`config.mk`:
```
export PLATFORM = sky130hd
export DESIGN_NAME = besc_slice_unit
export DESIGN_NICKNAME = d
export VERILOG_FILES = /design/src/rtl/besc_pkg.sv /design/src/rtl/besc_slice_unit.sv
export SDC_FILE = /design/constraint.sdc
export NUM_CORES = 1
export LEC_CHECK = 0
export ABC_AREA = 1
export BUFFER_PORTS_ARGS = -buffer_cell sky130_fd_sc_hd__buf_4
export CAP_MARGIN = 20
export CELL_PAD_IN_SITES_DETAIL_PLACEMENT = 1
export CELL_PAD_IN_SITES_GLOBAL_PLACEMENT = 1
export CORE_MARGIN = 8
export CORE_UTILIZATION = 32
export DETAILED_ROUTE_END_ITERATION = 10
export PLACE_DENSITY = 0.86
export SYNTH_ARGS = -nofsm -noshare
export SYNTH_HDL_FRONTEND = slang
export SYNTH_SLANG_ARGS = --single-unit
```
`constraint.sdc`:
```
create_clock -name clk -period 2 [get_ports clk]
set_input_delay 0.2 -clock clk [delete_from_list [all_inputs] [get_ports clk]]
set_output_delay 0.2 -clock clk [all_outputs]
set_load 0.05 [all_outputs]
```
`src/rtl/besc_pkg.sv`:
```
package besc_pkg;

	localparam int ROWS           = 16;
	localparam int GROUPS_PER_ROW = 4;
	localparam int SLICE_BITS     = 32;
	localparam int GROUP_COUNT    = ROWS * GROUPS_PER_ROW;
	localparam int STORE_WORDS    = GROUP_COUNT * SLICE_BITS;

	// field widths fixed by the item format
	localparam int DATA_W  = 32;
	localparam int INDEX_W = 11;
	localparam int SLICE_W = 5;
	localparam int GROUP_W = INDEX_W - SLICE_W;
	localparam int ADDR_W  = INDEX_W;

	localparam logic [SLICE_W-1:0] SLICE_MAX  = SLICE_W'(SLICE_BITS - 1);
	localparam logic [GROUP_W-1:0] GROUP_LAST = GROUP_W'(GROUP_COUNT - 1);
	localparam logic [ADDR_W-1:0]  ADDR_LAST  = ADDR_W'(STORE_WORDS - 1);
	localparam logic [DATA_W-1:0]  ALL_ONES   = 32'hFFFF_FFFF;
	localparam logic [DATA_W-1:0]  TOP_BIT    = 32'h8000_0000;

	localparam logic REQ_LOAD   = 1'b0;
	localparam logic REQ_SEARCH = 1'b1;

	typedef enum logic [1:0] {
		ST_CLEAR,
		ST_IDLE,
		ST_LOAD,
		ST_SEARCH
	} state_t;

	typedef struct packed {
		logic              valid;
		logic              first;
		logic              load;
		logic              data_bit;
		logic [DATA_W-1:0] pos_mask;
	} slice_ctrl_t;

endpackage

```
`src/rtl/besc_slice_unit.sv`:
```
module besc_slice_unit
	import besc_pkg::*;
(
	input  logic              clk,
	input  logic              arst_n,
	input  slice_ctrl_t       ctrl,
	input  logic [DATA_W-1:0] rdata,
	output logic [DATA_W-1:0] wdata,
	output logic [DATA_W-1:0] mask
);

	logic [DATA_W-1:0] acc_q;
	logic [DATA_W-1:0] acc_d;
	logic [DATA_W-1:0] query_word;

	assign query_word = {DATA_W{ctrl.data_bit}};

	// running AND of slice XNOR query bit; restarts at the first slice of a group
	assign acc_d = (ctrl.first ? ALL_ONES : acc_q) & ~(rdata ^ query_word);
	assign mask  = acc_d;

	// read-modify-write merge for a load: replace one position's bit
	assign wdata = ctrl.data_bit ? (rdata | ctrl.pos_mask) : (rdata & ~ctrl.pos_mask);

	always_ff @(posedge clk or negedge arst_n) begin
		if (!arst_n) begin
			acc_q <= ALL_ONES;
		end else if (ctrl.valid && !ctrl.load) begin
			acc_q <= acc_d;
		end
	end

endmodule

```
==> summary.txt, run 1 <==
Outcome
  – Run status: finished, final reports clean

Route
  – Count of TritonRoute iterations in the first routing pass: 4
  – ANT nets after route: 0
  – Post-DR wirelength/cell: between 10 and 15 um
  – Final wirelength: between 9000 and 10000 um
  – Via density: 4.80
  – DRT iter0 DRCs: 33
  – Number of design rule violations left after detail routing: 0
  – Vias after detailed routing: just over 3k

STA
  – Number of max-slew violations in the final report: 0
  – Worst max-slew margin expressed relative to the limit: 0.624
  – Worst slack on hold paths: between 0.1 and 0.15 ns
  – Hold Vio Cnt, Final: 0
  – Maximum clock skew at final layout: 0 ns
  – Number of endpoints failing setup at the final stage: 0
  – Final worst path period share: 0.750
  – Setup tns final: 0 ns
  – Min Tclk post-route: around 1.5 ns
  – RSZ-0062 raised after global routing: no
  – Transition time at the pin with the least slew margin: around 0.56 ns
  – Max Freq: roughly 0.67 GHz

GRT
  – Number of global-route vias before repair: 3443
  – M3 GR Usage: 0.0570
  – First-pass GRT wire length: ~16000 um
  – Total track usage: 0.171
  – Initial antenna violation count: 0
  – Remaining global-route overflow: 0
  – Met1 usage in global routing: 0.192
  – Most crowded layer after global routing: met2
  – Largest net degree at the start of global routing: 40
  – Met2 layer usage reported by global route: 0.304

Power
  – Power share of the combinational group: 0.464
  – Net switching share of the total power: 0.427
  – Max IR drop VDD: approximately 0.33 mV
  – Lkg Pwr: ~2.1 nW
  – Switching pwr: about 0.0011 W
  – Int Pwr: 0.00149 W
  – Clock share of power: 0.202
  – Power per standard cell area: 710 nW/um^2
  – Power share of the sequential group: 0.334

Synth
  – Proportion of synthesized chip area in sequential cells: 0.335
  – Post-synthesis instance total: approximately 400
  – Average cell area after synthesis: 6.15 um^2
  – Number of nets produced by synthesis: approximately 480
  – Total of flip-flops plus latches after synthesis: 32
  – Total number of yosys warnings: 0
  – Area of the mapped netlist: approximately 2500 um^2
  – Count of unique library cells instantiated by Yosys: 11

Placement
  – IO Port Bufs: 133
  – Final GP Congestion: 0.751
  – Detailed Place HPWL: approximately 7400 um

Floorplan
  – Initial core utilization: 0.328
  – Count of pins on the block boundary: 134
  – Floorplan die width: approximately 100 um
  – Core area: between 7000 and 8000 um^2
  – Rows: 32
  – Die height: approximately 100 um
  – Area of the die: around 11000 um^2

Cells and area
  – Number of flip-flops under the largest register name: 32
  – Register with the most flip-flops: acc_q
  – Registers with the most flip-flops: acc_q: 32 flops
  – Number of fill cells in the layout: ~1.1k
  – Number of nets at the end of the flow: 605
  – Antenna Diode Count: 0
  – Ratio of cells with drive above 1 in the final layout: 0.336
  – Area growth from synthesis to layout: 46.2%

Critical path
  – Arrival @ worst endpoint: ~1.3 ns
  – Endpoint kind of the worst setup timing path: output pin
  – Slowest cell delay on critical path: 0.53 ns
  – Endpoint required time on the critical path: roughly 1.8 ns
  – Cell Chain, Critical Path: inv_1 -> nand2_1 -> and3_1 -> buf_4
  – Crit Path Class: flop to output pin
  – Critical-path cell with the highest stage delay: sky130_fd_sc_hd__dfstp_2
  – Crit Path Max Fanout: 2
  – Sort of element at the start of the critical path: flop

Clocking
  – Number of gates given a new drive strength after cts: 0
  – Quantity of hold-fixing buffers added after cts: 0
  – Root Buffer: sky130_fd_sc_hd__clkbuf_8
  – CTS sink cnt: 32
  – Clock-pin slew on the worst setup and hold paths: roughly 0.07 ns
  – TritonCTS buffer count: 5
  – Clock tree from TritonCTS: built
  – Buffer depth of the longest clock path: 2
  – Setup fix buffers added after clock tree synthesis: 0
  – Worst skew pair latency: 0.28 ns
  – Number of H-tree levels: 2

Job
  – Maximum capacitance violations: 0

Hold path
  – Path type of the worst min-delay path: primary input to asynchronous set/reset pin
## cell families (layout without fill, tap and decap cells)
| group | count (synthesis) | in the layout | synth area share |
|---|---|---|---|
| AO/OA/AOI/OAI | 32 | 32 | 0.0639 |
| buffers and inverters | 87 | 215 | 0.149 |
| flip-flops | 32 | 32 | 0.335 |
| AND/OR/NAND/NOR | 257 | 257 | 0.452 |
## metrics by stage
step                       util  setup slack, ns  area, um^2  power [W]  instances
after global placement    0.467            0.571        3570    0.00206        630
final                     0.479            0.500        3670    0.00260        638
after detailed placement  0.467            0.541        3570    0.00210        630
after CTS                 0.479            0.484        3670    0.00264        638
after floorplan               -            0.483        2510    0.00166        408
after global routing      0.479            0.426        3670    0.00277        638
## Yosys cell counts
library cell | count | area (um^2)
sky130_fd_sc_hd__nor2_4 | 1 | 11.3
sky130_fd_sc_hd__nand2_1 | 192 | 721
sky130_fd_sc_hd__inv_2 | 1 | 3.75
sky130_fd_sc_hd__inv_1 | 67 | 251
sky130_fd_sc_hd__o21ai_0 | 32 | 160
sky130_fd_sc_hd__buf_2 | 14 | 70.1
sky130_fd_sc_hd__nand4_1 | 32 | 200
sky130_fd_sc_hd__and3_1 | 32 | 200
sky130_fd_sc_hd__buf_4 | 2 | 15.0
sky130_fd_sc_hd__buf_6 | 3 | 33.8
sky130_fd_sc_hd__dfstp_2 | 32 | 841
## cell type report
cell class / count / area, um^2 / area share
multi-input cells: 289 / 1290 / 0.353
repair buffers: 139 / 1060 / 0.288
flip-flops and latches: 32 / 841 / 0.229
inverters: 68 / 255 / 0.0696
well taps: 102 / 128 / 0.0348
clock buffers: 7 / 86.3 / 0.0235
clock inverters: 1 / 7.51 / 0.00205
## cells in the final DEF, fill, tap and decap left out
cell and n:
sky130_fd_sc_hd__clkbuf_8 6, sky130_fd_sc_hd__buf_4 138, sky130_fd_sc_hd__o21ai_0 32, sky130_fd_sc_hd__buf_12 1, sky130_fd_sc_hd__nand2_1 192, sky130_fd_sc_hd__dfstp_2 32, sky130_fd_sc_hd__nand4_1 32, sky130_fd_sc_hd__clkinvlp_4 1
sky130_fd_sc_hd__nor2_4 1, sky130_fd_sc_hd__inv_1 67, sky130_fd_sc_hd__and3_1 32, sky130_fd_sc_hd__inv_2 1, sky130_fd_sc_hd__clkbuf_1 1
## worst max-delay path: cells and delay by family, from the launching register on
kind                   cells  cell delay [ns]
DFF                        1             0.53
buffers and inverters      2             0.24
and+or+nand+nor            2             0.24
## power by group through the flow
stage	Clock (W)	Combinational (W)	Sequential [W]
6_report	0.000526	0.00121	0.000869
5_1_grt	0.000567	0.00132	0.000883
4_1_cts	0.000545	0.00123	0.000871
3_5_place_dp	0	0.00122	0.000880
3_3_place_gp	0	0.00119	0.000868
2_1_floorplan	0	0.000804	0.000861
## final timing paths
kind	startpoint	end	slack, ns	cells past startpoint
worst max-delay path	acc_q[4]	mask[4]	0.50	4
min in group clk	rdata[18]	acc_q[18]	0.18	4
worst min-delay path	arst_n	acc_q[0]	0.14	1
worst max register to register	acc_q[28]	acc_q[28]	1.08	4
max in group asynchronous	arst_n	acc_q[3]	1.82	1
worst min register to register	acc_q[25]	acc_q[25]	0.47	2
## routing by layer
| layer | part of all wire | wire, um |
|---|---|---|
| met3 | 0.073 | 668 |
| met4 | 0.014 | 133 |
| met5 | 0 | 0 |
| met1 | 0.40 | 3730 |
| met2 | 0.51 | 4680 |
(Power assumes the default switching activity.)
==> inputs of run 2 (changes only) <==
--- a/config.mk
+++ b/config.mk
@@ -11,9 +11,9 @@
 export CELL_PAD_IN_SITES_DETAIL_PLACEMENT = 1
 export CELL_PAD_IN_SITES_GLOBAL_PLACEMENT = 1
 export CORE_MARGIN = 8
-export CORE_UTILIZATION = 32
+export CORE_UTILIZATION = 29
 export DETAILED_ROUTE_END_ITERATION = 10
-export PLACE_DENSITY = 0.86
+export PLACE_DENSITY = 0.79
 export SYNTH_ARGS = -nofsm -noshare
 export SYNTH_HDL_FRONTEND = slang
 export SYNTH_SLANG_ARGS = --single-unit
==> constraint.sdc (replaced) <==
create_clock -name clk -period 1.4 [get_ports clk]
set_input_delay 0.14 -clock clk [delete_from_list [all_inputs] [get_ports clk]]
set_output_delay 0.14 -clock clk [all_outputs]
set_load 0.05 [all_outputs]
==> summary.txt, run 2 (synthesis gave the netlist of run 1 again) <==
Hold path
  – Path type of the worst min-delay path: primary input to asynchronous set/reset pin

Critical path
  – Critical-path cell with the highest stage delay: sky130_fd_sc_hd__dfstp_2
  – Reg-to-reg critical path startpoint: acc_q[29]
  – Endpoint kind of the worst setup timing path: output pin
  – Crit Path Max Fanout: 2 (unchanged)
  – Cell Chain, Critical Path: inv_2 -> nand2_2 -> and3_4 -> buf_8
  – Capture point of the worst reg-to-reg path: acc_q[29]
  – Cell depth of the worst flop-to-flop path: 5 (+1)
  – Slowest cell delay on critical path: 0.54 ns (about the same)
  – Worst Path Buf+Inv: 2 (unchanged)
  – Endpoint of the worst setup timing path: mask[13]
  – Endpoint required time on the critical path: 1.26 ns (-0.54 ns)
  – Crit-path leading delay family: flip-flops
  – Critical Path Stages: 4 (unchanged)
  – Critical Path Source: acc_q[13]
  – Worst R2R Setup Slack: 0.41 ns (-0.67 ns)
  – Arrival @ worst endpoint: 1.26 ns (-0.04 ns)
  – Crit Path Class: flop to output pin
  – Sort of element at the start of the critical path: flop

STA
  – Worst max-slew margin expressed relative to the limit: 0.640 (+0.0167)
  – Min Tclk post-route: about 1.4 ns
  – Transition time at the pin with the least slew margin: 0.539 ns (-0.0249 ns)
  – Number of max-slew violations in the final report: 0 (unchanged)
  – Setup slack of the critical path after layout: 0.000107 ns (-0.500 ns)
  – RSZ-0062 raised after global routing: yes
  – Final worst path period share: 1.00
  – Hold Vio Cnt, Final: 0 (unchanged)
  – Number of endpoints failing setup at the final stage: 0 (unchanged)
  – Max Freq: around 0.71 GHz
  – Maximum clock skew at final layout: 0 ns (unchanged)

GRT
  – Largest net degree at the start of global routing: 36 (-10%)
  – Remaining global-route overflow: 0 (unchanged)
  – Number of global-route vias before repair: 3439 (-0.12%)
  – First-pass GRT wire length: 15800 um (-0.18%)
  – Initial antenna violation count: 0 (unchanged)
  – Total track usage: 0.161 (-0.0107)

Clocking
  – Clock-pin slew on the worst setup and hold paths: 0.06 ns (about the same)
  – Root Buffer: sky130_fd_sc_hd__clkbuf_8
  – TritonCTS buffer count: 5 (unchanged)
  – Worst skew pair latency: 0.27 ns (about the same)
  – Number of H-tree levels: 2 (unchanged)
  – Clock tree from TritonCTS: built
  – CTS sink cnt: 32 (unchanged)
  – Buffer depth of the longest clock path: 2 (unchanged)
  – Quantity of hold-fixing buffers added after cts: 0 (unchanged)

Power
  – Int Pwr: 0.00243 W (+63%)
  – Power share of the sequential group: 0.309 (-0.025)
  – Lkg Pwr: 2.22 nW (+5.2%)
  – Clock share of power: 0.172 (-0.030)
  – Switching pwr: 0.00167 W (+50%)
  – Max IR drop VDD: 0.363 mV (+11%)
  – Power share of the combinational group: 0.519 (+0.055)
  – Power per standard cell area: 970 nW/um^2 (+37%)
  – Overall Power: 0.00410 W (+57%)
  – Net switching share of the total power: 0.406 (-0.0206)

Floorplan
  – Core area: 8550 um^2 (+12%)
  – Area of the die: 11900 um^2 (+8.7%)
  – Count of pins on the block boundary: 134 (unchanged)
  – Initial core utilization: 0.293 (-0.0346)
  – Floorplan die width: 109 um (+4.3%)
  – Rows: 34 (+6.3%)
  – Die height: 109 um (+4.3%)

Placement
  – Final GP Congestion: 0.689 (-8.3%)
  – IO Port Bufs: 133 (unchanged)
  – Pre-CTS worst setup slack: 0.212 ns (-0.329 ns)
  – Detailed Place HPWL: 7250 um (-1.7%)

Job
  – Maximum capacitance violations: 0 (unchanged)

Route
  – DRT iter0 DRCs: 126 (+280%)
  – Vias after detailed routing: 3130 (+2.3%)
  – Final wirelength: 9640 um (+4.6%)
  – Number of design rule violations left after detail routing: 0 (unchanged)
  – Post-DR wirelength/cell: 14.8 um (+2.4%)
  – Via density: 4.80 (about the same)
  – Count of TritonRoute iterations in the first routing pass: 4 (unchanged)
  – ANT nets after route: 0 (unchanged)

Cells and area
  – Number of fill cells in the layout: 1084 (+1.5%)
  – Register with the most flip-flops: acc_q
  – Number of nets at the end of the flow: 613 (+1.3%)
  – Antenna Diode Count: 0 (unchanged)
  – Registers with the most flip-flops: acc_q: 32 flops
  – Most frequent cells in the layout: sky130_fd_sc_hd__nand2_1 (160), sky130_fd_sc_hd__buf_4 (112), sky130_fd_sc_hd__inv_1 (37)
  – Commonest non-fill, non-tap cell in the layout: sky130_fd_sc_hd__nand2_1
  – Core occupancy in the finished layout: 0.494 (+0.0149)
  – Ratio of cells with drive above 1 in the final layout: 0.515 (+0.179)
  – Area growth from synthesis to layout: 68.6%
  – Number of flip-flops under the largest register name: 32 (unchanged)

Outcome
  – Run status: finished, final reports clean
==> run 2: cell types whose count changed in the layout (fill, tap and decap cells not counted), sizes merged <==
| cell | before | now |
|---|---|---|
| buf | 139 | 147 |
| clkbuf | 7 | 8 |
| clkinvlp | 1 | 0 |
==> run 2: worst min-delay path by stage <==
stage / start / endpoint / cells past startpoint
final: arst_n / acc_q[30] / 1
after global routing: arst_n / acc_q[30] / 1
after CTS: arst_n / acc_q[30] / 1
after detailed placement: arst_n / acc_q[30] / 1
after global placement: arst_n / acc_q[30] / 1
after floorplan: arst_n / acc_q[0] / 0
==> run 2: routing by layer <==
metal | global-route usage | part of all wire
met1 | 0.179 | 0.39
met2 | 0.294 | 0.53
met3 | 0.0538 | 0.078
met4 | 0.0235 | 0.0043
met5 | 0 | 0
==> run 2: per-stage QoR <==
stage	std cells	setup TNS, ns	area [um^2]	hold slack [ns]
after detailed placement	636	0	3600	0.405
after CTS	645	-0.000278	3900	0.107
after global placement	636	0	3600	0.397
after floorplan	408	0	2510	-0.00784
after global routing	652	-0.401	4230	0.137
final	652	0	4230	0.0864
==> run 2: power groups by stage <==
stage | logic [W] | clock network, W | registers, W
4_1_cts | 0.00191 | 0.000732 | 0.00124
3_5_place_dp | 0.00175 | 0 | 0.00125
3_3_place_gp | 0.00171 | 0 | 0.00124
5_1_grt | 0.00229 | 0.000770 | 0.00129
2_1_floorplan | 0.00115 | 0 | 0.00123
6_report | 0.00213 | 0.000705 | 0.00127
==> run 2: worst register-to-register path, stage by stage (launching register included) <==
cell	delay, ns
sky130_fd_sc_hd__dfstp_2	0.54
sky130_fd_sc_hd__inv_2	0.04
sky130_fd_sc_hd__nand2_2	0.07
sky130_fd_sc_hd__buf_4	0.10
sky130_fd_sc_hd__nand4_1	0.10
sky130_fd_sc_hd__nand2_1	0.08
==> run 2: timing repair <==
item | in CTS | in global routing
pin swaps | 7 | 14
buffers inserted | 1 | 7
setup endpoints to repair | 27 | 32
gates resized for setup | 54 | 102
==> run 2: final cells by class <==
cell class,count,area [um^2],area share
clock buffers,8,90.1,0.0213
well taps,108,135,0.0320
flip-flops and latches,32,841,0.199
multi-input cells,289,1530,0.361
repair buffers,147,1380,0.326
inverters,68,255,0.0604
